### config.mk
export PLATFORM = sky130hd
export DESIGN_NAME = z80_register_capture_injector
export DESIGN_NICKNAME = d
export VERILOG_FILES = /design/src/hdl/zrci_pkg.sv /design/src/hdl/zrci_core.sv /design/src/hdl/z80_register_capture_injector.sv
export SDC_FILE = /design/constraint.sdc
export NUM_CORES = 1
export LEC_CHECK = 0
export ABC_AREA = 0
export BUFFER_PORTS_ARGS = -buffer_cell sky130_fd_sc_hd__buf_2
export CAP_MARGIN = 20
export CORE_MARGIN = 2
export CORE_UTILIZATION = 60
export DETAILED_ROUTE_END_ITERATION = 6
export PLACE_DENSITY = 0.81
export SLEW_MARGIN = 20
export SYNTH_ARGS = -nofsm -noshare
export SYNTH_HDL_FRONTEND = slang
export SYNTH_SLANG_ARGS = --single-unit
### constraint.sdc
create_clock -name clk -period 4.8 [get_ports clk]
set_input_delay 0.24 -clock clk [delete_from_list [all_inputs] [get_ports clk]]
set_output_delay 0.24 -clock clk [all_outputs]
set_load 0.05 [all_outputs]
### src/hdl/zrci_pkg.sv
// Shared types, constants and the injected program table for the register capture injector.
// Depends on nothing; used by zrci_core and z80_register_capture_injector.
`default_nettype none

package zrci_pkg;

    // Program length and the positions of the patched bytes.
    localparam int unsigned PROG_LEN    = 36;
    localparam logic [5:0]  POS_R_PATCH = 6'd28;
    localparam logic [5:0]  POS_F_PATCH = 6'd32;
    localparam logic [5:0]  POS_A_PATCH = 6'd33;
    localparam logic [5:0]  POS_LAST    = 6'(PROG_LEN - 1);
    localparam logic [7:0]  R_ADJUST    = 8'd3;
    localparam logic [7:0]  R_PATCH_ADJ = 8'd2;
    localparam logic [15:0] HIGH_MASK   = 16'hff00;

    // Register identifiers as reported on the update fields.
    localparam logic [3:0] ID_AF  = 4'd0;
    localparam logic [3:0] ID_BC  = 4'd1;
    localparam logic [3:0] ID_DE  = 4'd2;
    localparam logic [3:0] ID_HL  = 4'd3;
    localparam logic [3:0] ID_AF2 = 4'd4;
    localparam logic [3:0] ID_BC2 = 4'd5;
    localparam logic [3:0] ID_DE2 = 4'd6;
    localparam logic [3:0] ID_HL2 = 4'd7;
    localparam logic [3:0] ID_IX  = 4'd8;
    localparam logic [3:0] ID_IY  = 4'd9;
    localparam logic [3:0] ID_SP  = 4'd10;
    localparam logic [3:0] ID_I   = 4'd11;
    localparam logic [3:0] ID_R   = 4'd12;

    // Program steps at which a write carries register contents.
    localparam logic [5:0] STEP_AF   = 6'd1;
    localparam logic [5:0] STEP_HL_R = 6'd4;
    localparam logic [5:0] STEP_I    = 6'd7;
    localparam logic [5:0] STEP_DE   = 6'd10;
    localparam logic [5:0] STEP_BC   = 6'd11;
    localparam logic [5:0] STEP_HL2  = 6'd13;
    localparam logic [5:0] STEP_DE2  = 6'd14;
    localparam logic [5:0] STEP_BC2  = 6'd15;
    localparam logic [5:0] STEP_AF2  = 6'd18;
    localparam logic [5:0] STEP_IX   = 6'd23;
    localparam logic [5:0] STEP_IY   = 6'd27;

    // One bus word as it enters the block.
    typedef struct packed {
        logic        req_type;
        logic [15:0] bus_addr;
        logic [7:0]  bus_data;
        logic        is_write;
    } req_t;

    // One result word.
    typedef struct packed {
        logic        drive_valid;
        logic [7:0]  drive_byte;
        logic        first_valid;
        logic [3:0]  first_reg;
        logic [15:0] first_value;
        logic        second_valid;
        logic [3:0]  second_reg;
        logic [15:0] second_value;
        logic        sequence_done;
    } result_t;

    // Fixed program that makes the processor push out its registers.
    function automatic logic [7:0] prog_byte(input logic [5:0] idx);
        logic [7:0] b;
        unique case (idx)
            6'd0:  b = 8'hF5;  6'd1:  b = 8'hED;  6'd2:  b = 8'h5F;  6'd3:  b = 8'h77;
            6'd4:  b = 8'hED;  6'd5:  b = 8'h57;  6'd6:  b = 8'h77;  6'd7:  b = 8'h33;
            6'd8:  b = 8'h33;  6'd9:  b = 8'h12;  6'd10: b = 8'h02;  6'd11: b = 8'hD9;
            6'd12: b = 8'h77;  6'd13: b = 8'h12;  6'd14: b = 8'h02;  6'd15: b = 8'hD9;
            6'd16: b = 8'h08;  6'd17: b = 8'hF5;  6'd18: b = 8'h33;  6'd19: b = 8'h33;
            6'd20: b = 8'h08;  6'd21: b = 8'hDD;  6'd22: b = 8'hE5;  6'd23: b = 8'h33;
            6'd24: b = 8'h33;  6'd25: b = 8'hFD;  6'd26: b = 8'hE5;  6'd27: b = 8'h3E;
            6'd28: b = 8'h00;  6'd29: b = 8'hED;  6'd30: b = 8'h4F;  6'd31: b = 8'hF1;
            6'd32: b = 8'h00;  6'd33: b = 8'h00;  6'd34: b = 8'h18;  6'd35: b = 8'hDE;
            default: b = 8'hDE;
        endcase
        return b;
    endfunction

endpackage

`default_nettype wire

### src/hdl/zrci_core.sv
// Sequence state, patch bytes and captured register halves, with the per-word decode.
// Depends on zrci_pkg; instantiated by z80_register_capture_injector.
`default_nettype none

module zrci_core
    import zrci_pkg::*;
(
    input  wire logic    clk,
    input  wire logic    rst_n,
    input  wire logic    go,
    input  wire req_t    req,
    output      result_t res
);

    logic [5:0]  step_reg, step_next;
    logic        seen_reg, seen_next;
    logic        active_reg, active_next;
    logic [7:0]  r_patch_reg, r_patch_next;
    logic [7:0]  f_patch_reg, f_patch_next;
    logic [7:0]  a_patch_reg, a_patch_next;
    // Only the registers whose old value feeds a later update are kept.
    logic [15:0] af_reg, af_next;
    logic [15:0] af2_reg, af2_next;
    logic [15:0] ix_reg, ix_next;
    logic [15:0] iy_reg, iy_next;
    logic [5:0]  rd_pos;
    logic [7:0]  r_val;
    logic [15:0] pair_old;
    logic [15:0] pair_new;

    // Clamped read position and the shared value paths.
    assign rd_pos = (step_reg > POS_LAST) ? POS_LAST : step_reg;
    assign r_val  = req.bus_data - R_ADJUST;

    always_comb
    begin
        unique case (step_reg)
            STEP_AF2: pair_old = af2_reg;
            STEP_IX:  pair_old = ix_reg;
            default:  pair_old = iy_reg;
        endcase
        if (!seen_reg)
            pair_new = {req.bus_data, pair_old[7:0]};
        else
            pair_new = (pair_old & HIGH_MASK) | {8'h00, req.bus_data};
    end

    // Decode of one word and the next state.
    always_comb
    begin
        res          = '0;
        step_next    = step_reg;
        seen_next    = seen_reg;
        active_next  = active_reg;
        r_patch_next = r_patch_reg;
        f_patch_next = f_patch_reg;
        a_patch_next = a_patch_reg;
        af_next      = af_reg;
        af2_next     = af2_reg;
        ix_next      = ix_reg;
        iy_next      = iy_reg;

        if (req.req_type)
        begin
            step_next   = '0;
            seen_next   = 1'b0;
            active_next = 1'b1;
        end
        else if (active_reg)
        begin
            res.drive_valid = 1'b1;
            if (req.is_write)
            begin
                unique case (step_reg)
                    STEP_AF:
                    begin
                        res.first_valid = 1'b1;
                        res.first_reg   = ID_AF;
                        if (!seen_reg)
                        begin
                            seen_next        = 1'b1;
                            a_patch_next     = req.bus_data;
                            res.first_value  = {req.bus_data, 8'h00};
                            res.second_valid = 1'b1;
                            res.second_reg   = ID_SP;
                            res.second_value = req.bus_addr + 16'd1;
                        end
                        else
                        begin
                            f_patch_next    = req.bus_data;
                            res.first_value = (af_reg & HIGH_MASK) | {8'h00, req.bus_data};
                        end
                        af_next = res.first_value;
                    end
                    STEP_HL_R:
                    begin
                        res.first_valid  = 1'b1;
                        res.first_reg    = ID_HL;
                        res.first_value  = req.bus_addr;
                        res.second_valid = 1'b1;
                        res.second_reg   = ID_R;
                        res.second_value = {8'h00, r_val};
                        r_patch_next     = r_val - R_PATCH_ADJ;
                    end
                    STEP_I:
                    begin
                        res.first_valid = 1'b1;
                        res.first_reg   = ID_I;
                        res.first_value = {8'h00, req.bus_data};
                    end
                    STEP_DE, STEP_BC, STEP_HL2, STEP_DE2, STEP_BC2:
                    begin
                        res.first_valid = 1'b1;
                        res.first_value = req.bus_addr;
                        unique case (step_reg)
                            STEP_DE:  res.first_reg = ID_DE;
                            STEP_BC:  res.first_reg = ID_BC;
                            STEP_HL2: res.first_reg = ID_HL2;
                            STEP_DE2: res.first_reg = ID_DE2;
                            default:  res.first_reg = ID_BC2;
                        endcase
                    end
                    STEP_AF2, STEP_IX, STEP_IY:
                    begin
                        seen_next       = 1'b1;
                        res.first_valid = 1'b1;
                        res.first_value = pair_new;
                        unique case (step_reg)
                            STEP_AF2:
                            begin
                                res.first_reg = ID_AF2;
                                af2_next      = pair_new;
                            end
                            STEP_IX:
                            begin
                                res.first_reg = ID_IX;
                                ix_next       = pair_new;
                            end
                            default:
                            begin
                                res.first_reg = ID_IY;
                                iy_next       = pair_new;
                            end
                        endcase
                    end
                    default:
                    begin
                        // Absorbed with nothing to capture.
                    end
                endcase
            end
            else
            begin
                priority if (rd_pos == POS_R_PATCH)
                    res.drive_byte = r_patch_reg;
                else if (rd_pos == POS_F_PATCH)
                    res.drive_byte = f_patch_reg;
                else if (rd_pos == POS_A_PATCH)
                    res.drive_byte = a_patch_reg;
                else
                    res.drive_byte = prog_byte(rd_pos);
                step_next = rd_pos + 6'd1;
                seen_next = 1'b0;
                if (rd_pos == POS_LAST)
                begin
                    active_next       = 1'b0;
                    res.sequence_done = 1'b1;
                end
            end
        end
    end

    // State registers move only when a word passes through.
    always_ff @(posedge clk or negedge rst_n)
    begin
        if (!rst_n)
        begin
            step_reg    <= '0;
            seen_reg    <= 1'b0;
            active_reg  <= 1'b0;
            r_patch_reg <= '0;
            f_patch_reg <= '0;
            a_patch_reg <= '0;
            af_reg      <= '0;
            af2_reg     <= '0;
            ix_reg      <= '0;
            iy_reg      <= '0;
        end
        else if (go)
        begin
            step_reg    <= step_next;
            seen_reg    <= seen_next;
            active_reg  <= active_next;
            r_patch_reg <= r_patch_next;
            f_patch_reg <= f_patch_next;
            a_patch_reg <= a_patch_next;
            af_reg      <= af_next;
            af2_reg     <= af2_next;
            ix_reg      <= ix_next;
            iy_reg      <= iy_next;
        end
    end

    // An active sequence never runs past the last program byte.
    a_step_bound: assert property (@(posedge clk) disable iff (!rst_n)
        active_reg |-> (step_reg <= POS_LAST))
        else $error("program step past end while active");

    // A finished sequence leaves the block inactive.
    a_done_clears: assert property (@(posedge clk) disable iff (!rst_n)
        go && res.sequence_done |=> !active_reg)
        else $error("sequence still active after done");

    // Register updates only occur on taken write cycles.
    a_update_on_write: assert property (@(posedge clk) disable iff (!rst_n)
        res.first_valid |-> (res.drive_valid && req.is_write && active_reg))
        else $error("register update outside a taken write");

    // A second update never appears without a first.
    a_second_needs_first: assert property (@(posedge clk) disable iff (!rst_n)
        res.second_valid |-> res.first_valid)
        else $error("second update without first");

endmodule

`default_nettype wire

### src/hdl/z80_register_capture_injector.sv
// Top level of the register capture injector: input register, output register, handshakes.
// Depends on zrci_pkg and zrci_core.
//
// Usage: every processor memory cycle, and every request to start a capture sequence,
// is sent in as one word on the input channel (in_valid / in_stall). Every word gives
// exactly one result word on the output channel (out_valid / out_stall), in order.
// A start request resets the sequence and answers with an all-zero result. While a
// sequence runs, reads are answered with the next injected program byte on drive_byte
// and writes are absorbed, reporting up to two captured register values.
// Path: an accepted word is held in the input register, then in the result register,
// from which it is shown on the outputs.
// Throughput: one word per clock while no result is held back by out_stall, set by the
// single pass of decode logic between the two registers.
// Stall: when out_stall holds a waiting result, the input register still takes one
// more word; in_stall rises only once both registers are full.
// Reset: rst_n clears both stage valids, the sequence state, patch bytes and the
// captured register values; no sequence is active until a start request arrives.
`default_nettype none

module z80_register_capture_injector
    import zrci_pkg::*;
(
    input  wire logic        clk,
    input  wire logic        rst_n,
    input  wire logic        in_valid,
    output      logic        in_stall,
    input  wire logic        req_type,
    input  wire logic [15:0] bus_addr,
    input  wire logic [7:0]  bus_data,
    input  wire logic        is_write,
    output      logic        out_valid,
    input  wire logic        out_stall,
    output      logic        drive_valid,
    output      logic [7:0]  drive_byte,
    output      logic        first_valid,
    output      logic [3:0]  first_reg,
    output      logic [15:0] first_value,
    output      logic        second_valid,
    output      logic [3:0]  second_reg,
    output      logic [15:0] second_value,
    output      logic        sequence_done
);

    logic    in_vld_reg;
    req_t    in_word_reg;
    logic    out_vld_reg;
    result_t out_word_reg;
    result_t res;
    logic    out_free;
    logic    advance;

    // Stage control.
    assign out_free = !out_vld_reg || !out_stall;
    assign advance  = in_vld_reg && out_free;
    assign in_stall = in_vld_reg && !out_free;

    // Input register.
    always_ff @(posedge clk or negedge rst_n)
    begin
        if (!rst_n)
            in_vld_reg <= 1'b0;
        else if (!in_stall)
            in_vld_reg <= in_valid;
    end

    always_ff @(posedge clk)
    begin
        if (in_valid && !in_stall)
            in_word_reg <= '{req_type: req_type, bus_addr: bus_addr,
                             bus_data: bus_data, is_write: is_write};
    end

    zrci_core u_core (
        .clk   (clk),
        .rst_n (rst_n),
        .go    (advance),
        .req   (in_word_reg),
        .res   (res)
    );

    // Result register.
    always_ff @(posedge clk or negedge rst_n)
    begin
        if (!rst_n)
            out_vld_reg <= 1'b0;
        else if (out_free)
            out_vld_reg <= in_vld_reg;
    end

    always_ff @(posedge clk)
    begin
        if (advance)
            out_word_reg <= res;
    end

    assign out_valid     = out_vld_reg;
    assign drive_valid   = out_word_reg.drive_valid;
    assign drive_byte    = out_word_reg.drive_byte;
    assign first_valid   = out_word_reg.first_valid;
    assign first_reg     = out_word_reg.first_reg;
    assign first_value   = out_word_reg.first_value;
    assign second_valid  = out_word_reg.second_valid;
    assign second_reg    = out_word_reg.second_reg;
    assign second_value  = out_word_reg.second_value;
    assign sequence_done = out_word_reg.sequence_done;

    // The input side only stalls while a result is held back.
    a_stall_cause: assert property (@(posedge clk) disable iff (!rst_n)
        in_stall |-> (out_vld_reg && out_stall && in_vld_reg))
        else $error("input stalled without a held result");

    // A word in the input register reaches the result register once it is free.
    a_advance: assert property (@(posedge clk) disable iff (!rst_n)
        advance |=> out_vld_reg)
        else $error("advanced word lost");

    // A shown end of sequence always belongs to a taken read.
    a_done_taken: assert property (@(posedge clk) disable iff (!rst_n)
        out_vld_reg && out_word_reg.sequence_done |->
            (out_word_reg.drive_valid && !out_word_reg.first_valid))
        else $error("sequence end on a cycle not taken as a read");

endmodule

`default_nettype wire
==> After elaboration in Yosys (flattened, before gate mapping) <==
Memory sizes are Yosys's and may differ from the RTL's.
Index checks and enable logic that the tools add are counted.
{ "totals": {"ramBits": 0, "ff_bits": 176, "mem_count": 1, "input_bits": 30, "rom_bits": 512, "latchBits": 0, "output_inout_bits": 54, "wordCells": 107} }
{ "memory_table": {"columns": ["name", "depth", "word_bits", "rd", "rd_ports_with_merged_regs", "wr", "line_no", "source"], "rows": [
  ["(name not given)", 64, 8, 1, 0, 0, "zrci_pkg.sv:69", "unique case (idx)"]
]} }
{ "classes": {"eq_ne": 17, "bitwise": 7, "n_mul": 0, "n_mux": 28, "n_reduce_logical": 24, "add_sub_neg": 4, "n_shift": 0, "order_cmp": 1, "n_div": 0} }
{ "op_table": {"columns": ["cell", "count"], "rows": [
  ["one-hot mux 21 bit (5 select lines)", 1],
  ["two-way mux 52 bit", 1],
  ["two-way mux 42 bit", 1],
  ["one-hot mux 21 bit (2 select lines)", 1],
  ["two-way mux 16 bit", 2],
  ["two-way mux 8 bit", 4],
  ["OR 16 x 8 -> 16 bit", 2],
  ["one-hot mux 16 bit (2 select lines)", 1],
  ["== test 6 x 4 -> 1 bit (second input constant)", 5],
  ["AND reduction 6 bit", 5],
  ["== test 6 x 5 -> 1 bit (second input constant)", 4],
  ["two-way mux 6 bit", 4],
  ["two-way mux 21 bit", 1],
  ["== test 6 bit (second input constant)", 3],
  ["adder 16 x 1 -> 16 bit (second input constant)", 1],
  ["subtractor 8 x 2 -> 8 bit (second input constant)", 2],
  ["== test 6 x 3 -> 1 bit (second input constant)", 2],
  ["one-hot mux 3 bit (4 select lines)", 1],
  ["two-way mux 1 bit", 10],
  ["AND reduction 5 bit", 2],
  ["OR reduction 3 bit", 3],
  ["one-hot mux 4 bit (2 select lines)", 1],
  ["adder 6 x 1 -> 6 bit (second input constant)", 1],
  ["== test 6 x 1 -> 1 bit (second input constant)", 1],
  ["other kinds (12)", 22]
]} }

==> Longest topological paths before layout <==
{ "depth": {"word_depth": 8, "ltp_mapped": 13, "ltp_nobuf": 10} }

==> Cells and area by module <==
A second synthesis with hierarchy kept.
{ "unflattened": {"hier_cells": 792, "hier_area_um2": 8757.1} }
{ "modules_own_cells": {"columns": ["mod", "area_per_inst_um2", "seq_area_each_um2", "cells_each", "instances"], "rows": [
  ["zrci_core", 6322.3, 2202.1, 706, 1],
  ["z80_register_capture_injector", 2434.8, 2392.3, 86, 1]
]} }

==> Least setup slack after synthesis <==
OpenSTA, ideal clock, no wires.
{ "synth_timing": {"path_kind": "flip-flop to flip-flop", "start": "reg out_vld_reg (netlist: out_valid)", "end": "reg u_core.af2_reg[10]", "t_arrival_ns": 3.612, "path_buffers": 3, "stages_incl_launch_ff": 8, "slack_ns": 1.063, "path_cell_list": "dfrtp_1 -> a21boi_2 -> and2_0 -> clkbuf_1 -> and4_1 -> buf_2 -> buf_4 -> mux2_2"} }
{ "synth_via": {"elab_chain_len": 4} }
{ "synth_lines": {"columns": ["element", "line_no", "source"], "rows": [
  ["start, declared", "z80_register_capture_injector.sv:46", "logic out_vld_reg;"],
  ["start signal, assigned", "z80_register_capture_injector.sv:87", "out_vld_reg <= in_vld_reg;"],
  ["zero test 1 bit", "z80_register_capture_injector.sv:53", "assign out_free = !out_vld_reg || !out_stall;"],
  ["logical OR 1 bit", "z80_register_capture_injector.sv:53", null],
  ["logical AND 1 bit", "z80_register_capture_injector.sv:54", "assign advance = in_vld_reg && out_free;"],
  ["net advance", "z80_register_capture_injector.sv:50", "logic advance;"],
  ["AND reduction 6 bit (no line)", null, null],
  ["end signal, assigned", "zrci_core.sv:198", "af2_reg <= af2_next;"],
  ["end, declared", "zrci_core.sv:23", "logic [15:0] af2_reg, af2_next;"]
]} }
The timed path passes the listed nets, and every way through them passes these cells.
A chain may end at the register's enable or synchronous reset.

==> Final worst setup path <==
{ "layout_timing": {"start": "reg u_core.step_reg[3]", "end": "reg u_core.ix_reg[10]"} }
{ "layout_via": {"elab_chain_len": 4, "word_cells_on_any_way": 8, "cone_classes": "eq/ne (3); mux (2); bitwise (1); reduce/logical (2)"} }
{ "layout_lines": {"columns": ["element", "line_no", "source"], "rows": [
  ["start, declared", "zrci_core.sv:15", "logic [5:0] step_reg, step_next;"],
  ["start signal, assigned", "zrci_core.sv:191", "step_reg <= step_next;"],
  ["== test 6 x 5 -> 1 bit, on equally long branches", "zrci_core.sv:37, zrci_core.sv:74, zrci_core.sv:128", null],
  ["one-hot mux 16 bit (2 select lines)", "zrci_core.sv:37", "unique case (step_reg)"],
  ["OR 16 x 8 -> 16 bit", "zrci_core.sv:45", "pair_new = (pair_old & HIGH_MASK) | {8'h00, req.bus_data};"],
  ["two-way mux 16 bit", "zrci_core.sv:42", "if (!seen_reg)"],
  ["end signal, assigned", "zrci_core.sv:199", "ix_reg <= ix_next;"],
  ["end, declared", "zrci_core.sv:24", "logic [15:0] ix_reg, ix_next;"]
]} }
Several ways; a longest one is shown, not always the timed one.

==> flow_summary_export.csv <==
group,metric,value,unit
routing,detail_route.wl_per_cell,24.10,µm
worst_setup_path,end_kind,"flop",
worst_setup_path,timing.critical_path.arrival,4.05,ns
sta,setup-tns-final,0,ns
worst_setup_path,crit_path_cell_trace,"inv_1 -> mux2i_1 -> and3_1 -> and4_1 -> mux2_2",
routing,initialDrtViolationCount,970,
cells_and_area,largest_register_ffs,26,
hold_path,worstHoldPathCells,2,
job,drv_cap,0,
yosys,synth_area_per_cell,11.11,µm²
yosys,synthesis.area,0.008607,mm²
routing,route.detailed.drc,22,
hold_path,min_path_type,"in2reg",
power_and_ir_drop,swShare,33.84,%
global_route,grtUsageTotal,33.82,%
cells_and_area,drive_above_1_share,24.45,%
power_and_ir_drop,power.internal,0.002612,W
outcome,failing_checks,"DRC",
clocking,clockRootBuffer,"sky130_fd_sc_hd__clkbuf_16",
floorplanning,start_util,61.77,%
sta,unrepaired_setup_endpoints_after_global_routing,"no",
placed_design,count_of_port_buffers_added_during_placement,82,
power_and_ir_drop,clock_power_share,33.3,%
yosys,synth.ff_latch_count,166,
power_and_ir_drop,p_comb_share,21.8,%
floorplanning,die_outline_height,123.8,µm
clocking,cts_tree,"done",
routing,routed_via_count_divided_by_cell_count,6.782,
cells_and_area,fill_cells,963,
worst_setup_path,cp_num_buf_inv,1,
worst_setup_path,setup_crit_start_kind,"flop",
clocking,cts-hold-fix-buffers,26,
yosys,synth.area.top_cells,"sky130_fd_sc_hd__edfxtp_1 (27%), sky130_fd_sc_hd__dfrtp_1 (26%), sky130_fd_sc_hd__mux2_2 (9.4%), sky130_fd_sc_hd__nor2_1 (2.7%), sky130_fd_sc_hd__nand3_1 (2.4%)",
sta,timing_worst_slew_pin_value,1.094,ns
cells_and_area,finish.utilization,70.82,%
clocking,post_cts.repair.setup_buffers,0,
floorplanning,num_rows,43,
sta,report.final.hold_viol_count,0,
sta,setup_viol_count_final,0,
clocking,cts-root-to-sink-buffers,2,
yosys,synth_ff_type,"sky130_fd_sc_hd__dfrtp_1",
global_route,global_route_overflow,0,
clocking,cts_inserted_buffers,17,
worst_setup_path,path_delay_family,"simple AND/OR/NAND/NOR gates",
worst_setup_path,worst-endpoint-required,5.12,ns
hold_path,timing.hold.worst_endpoint,"in_vld_reg$_DFFE_PN0N_",
yosys,async_flop_share,54.22,%
clocking,clk_sink_count,166,
yosys,syn-num-nets,816,
routing,wl_final,25040,µm
worst_setup_path,ff2ff_path_depth,5,
worst_setup_path,reg2reg_to,"u_core.ix_reg[10]$_DFFE_PN0P_",
cells_and_area,area.growth.synth_to_final,14.65,%
yosys,synth_cells,775,
worst_setup_path,crit_type,"reg2reg",
sta,setup_slack,1.073,ns
sta,worst_hold_slack,0.03043,ns
yosys,synth_enable_flop_cells,76,
yosys,synthesis.yosys.warnings,0,
sta,skew,0.01515,ns
placed_design,place.gp.congestion,0.9322,
sta,final.period_utilization,77.64,%
global_route,grt_antenna_before_repair,0,
power_and_ir_drop,power_per_cell_area,400.1,mW/mm²
yosys,synthDominantCellAreaShare,26.52,%
floorplanning,pin_count,84,
worst_setup_path,critical_path.max_fanout,35,
cells_and_area,design.final.nets,887,
floorplanning,design.core.area,0.01393,mm²
global_route,largest_net_degree_at_the_start_of_global_routing,91,
clocking,cts_max_level,4,
sta,fin_crit,3.727,ns
cells_and_area,n_antenna_cell,0,
yosys,yosysTopAreaCell,"sky130_fd_sc_hd__edfxtp_1",
global_route,grt_first_pass_wirelength,38280,µm
worst_setup_path,timing.rr.start,"u_core.step_reg[3]$_DFFE_PN0P_",
power_and_ir_drop,irDropWorstVdd,0.0004118,V
clocking,worstSkewPairLatency,0.44,ns
sta,fmax,0.2683,GHz
power_and_ir_drop,static-leakage-power,4.012,nW
routing,first_pass_iters,7,
outcome,status,"finished with violations",
clocking,cts_repair_resize_count,0,
global_route,first_global_vias,6739,
yosys,synth.lib_cells_used.distinct,74,
floorplanning,dieWidth,123.8,µm
routing,vias,7047,
power_and_ir_drop,power.sequential.fraction,44.8,%
routing,antenna_violating_nets_post_route,0,
sta,normalized_max_slew_margin,27.08,%
placed_design,dp_worst_setup_slack,1.208,ns
yosys,synth_seq_area_share,52.68,%
worst_setup_path,crit_slowest_cell,"sky130_fd_sc_hd__dfrtp_1",
worst_setup_path,ff2ff_setup_slack,1.07,ns
placed_design,hpwl,15890,µm
hold_path,hold_path_startpoint,"in_valid",
floorplanning,die_area,0.01532,mm²
power_and_ir_drop,p_sw,0.001336,W
sta,finalMaxSlewViolations,0,
worst_setup_path,critical_path.max_stage_delay,1.07,ns
clocking,clk_pin_slew,0.07,ns
[worst max-delay path by stage]
stage | start | endpoint | slack (ns) | depth (start not counted)
after floorplan | out_valid$_DFFE_PN0N_ | u_core.af2_reg[10]$_DFFE_PN0P_ | 1.06 | 7
after global placement | u_core.step_reg[3]$_DFFE_PN0P_ | u_core.af2_reg[14]$_DFFE_PN0P_ | 1.34 | 5
after detailed placement | u_core.step_reg[3]$_DFFE_PN0P_ | u_core.af2_reg[3]$_DFFE_PN0P_ | 1.21 | 5
after CTS | u_core.step_reg[3]$_DFFE_PN0P_ | u_core.af2_reg[7]$_DFFE_PN0P_ | 1.18 | 5
after global routing | u_core.step_reg[3]$_DFFE_PN0P_ | drive_byte[3]$_SDFFCE_PP0P_ | 0.82 | 9
final | u_core.step_reg[3]$_DFFE_PN0P_ | u_core.ix_reg[10]$_DFFE_PN0P_ | 1.07 | 5
[per-stage QoR]
step	power [W]	area (µm²)	std cells
global placement	0.002577	9006	978
CTS	0.003919	9847	1037
floorplan	0.002367	8607	775
detailed placement	0.002607	9021	979
global route	0.004081	9868	1039
finish	0.003948	9868	1039
[metal layers]
| metal | up-vias | part of all wire, % | track usage (%) |
|---|---|---|---|
| met3 | 89 | 9.1 | 8.516 |
| met5 | - | 0 | 0 |
| met2 | 475 | 48 | 53.09 |
| met1 | 3430 | 38 | 44.31 |
| li1 | 3053 | - | - |
| met4 | 0 | 4.5 | 15.84 |
[area by class of cell]
class	count	area, µm²	share of cell area, %
clock buffer	17	425.4	4.311
inverter	23	86.33	0.8749
sequential	166	4534	45.95
multi-input combinational	517	3672	37.21
tap	180	225.2	2.282
timing repair buffer	121	784.5	7.950
clock inverter	15	140.1	1.420
[Yosys cell counts (3+ instances only)]
| cell | count |
|---|---|
| sky130_fd_sc_hd__nor3_1 | 12 |
| sky130_fd_sc_hd__mux2i_1 | 3 |
| sky130_fd_sc_hd__o22ai_1 | 6 |
| sky130_fd_sc_hd__inv_1 | 22 |
| sky130_fd_sc_hd__xor2_1 | 10 |
| sky130_fd_sc_hd__nand2_1 | 51 |
| sky130_fd_sc_hd__buf_1 | 4 |
| sky130_fd_sc_hd__clkbuf_1 | 36 |
| sky130_fd_sc_hd__and4_1 | 5 |
| sky130_fd_sc_hd__a21o_1 | 4 |
| sky130_fd_sc_hd__a21oi_1 | 19 |
| sky130_fd_sc_hd__mux2_2 | 72 |
| sky130_fd_sc_hd__edfxtp_1 | 76 |
| sky130_fd_sc_hd__and2_1 | 3 |
| sky130_fd_sc_hd__a41oi_1 | 7 |
| sky130_fd_sc_hd__and3_1 | 5 |
| sky130_fd_sc_hd__a31oi_1 | 13 |
| sky130_fd_sc_hd__nand3_1 | 41 |
| sky130_fd_sc_hd__xnor2_1 | 16 |
| sky130_fd_sc_hd__a22oi_1 | 9 |
| sky130_fd_sc_hd__ha_1 | 11 |
| sky130_fd_sc_hd__nand2b_1 | 10 |
| sky130_fd_sc_hd__buf_2 | 20 |
| sky130_fd_sc_hd__dfrtp_1 | 90 |
| sky130_fd_sc_hd__nor2_1 | 63 |
| sky130_fd_sc_hd__o221ai_1 | 15 |
| sky130_fd_sc_hd__a32oi_1 | 8 |
| sky130_fd_sc_hd__a221oi_1 | 6 |
| sky130_fd_sc_hd__buf_4 | 6 |
| sky130_fd_sc_hd__o21ai_0 | 37 |
| sky130_fd_sc_hd__a222oi_1 | 17 |
| sky130_fd_sc_hd__nor2b_1 | 9 |
| sky130_fd_sc_hd__o211ai_1 | 8 |
| sky130_fd_sc_hd__nand4_1 | 7 |
| sky130_fd_sc_hd__o31ai_1 | 4 |
| sky130_fd_sc_hd__a211oi_1 | 3 |
[power groups by stage]
stage | clock, W | sequential, W | combinational (W)
final | 0.00132 | 0.00177 | 0.000862
after global routing | 0.00138 | 0.00178 | 0.000914
after CTS | 0.00132 | 0.00176 | 0.000839
after detailed placement | 0 | 0.00179 | 0.000817
after global placement | 0 | 0.00178 | 0.000796
after floorplan | 0 | 0.00184 | 0.000532
[layout by cell type, fill, tap and decap left out, types with 11 or more instances in the layout]
cell type                       synthesis  final
sky130_fd_sc_hd__a21oi_1               19     19
sky130_fd_sc_hd__ha_1                  11     11
sky130_fd_sc_hd__o221ai_1              15     15
sky130_fd_sc_hd__edfxtp_1              76     76
sky130_fd_sc_hd__nand3_1               41     41
sky130_fd_sc_hd__clkbuf_16              0     17
sky130_fd_sc_hd__xnor2_1               16     16
sky130_fd_sc_hd__o21ai_0               37     37
sky130_fd_sc_hd__a222oi_1              17     17
sky130_fd_sc_hd__nor3_1                12     12
sky130_fd_sc_hd__inv_1                 22     22
sky130_fd_sc_hd__dlygate4sd3_1          0     27
sky130_fd_sc_hd__nor2_1                63     63
sky130_fd_sc_hd__dfrtp_1               90     90
sky130_fd_sc_hd__buf_4                  6     11
sky130_fd_sc_hd__nand2_1               51     51
sky130_fd_sc_hd__mux2_2                72     72
sky130_fd_sc_hd__a31oi_1               13     13
sky130_fd_sc_hd__buf_2                 20     81
[logic make-up after synthesis]
logic type / count (synthesis) / synth area share, %
muxes: 76 / 10.03
other: 1 / 0.04357
buffers and inverters: 92 / 4.870
xor gates and xnor gates: 26 / 2.646
AOI/OAI and AO/OA: 176 / 14.97
and+or+nand+nor: 227 / 13.16
adders and majority gates: 11 / 1.599
DFF: 166 / 52.68
Note: power is estimated with default switching activity, not from simulation.
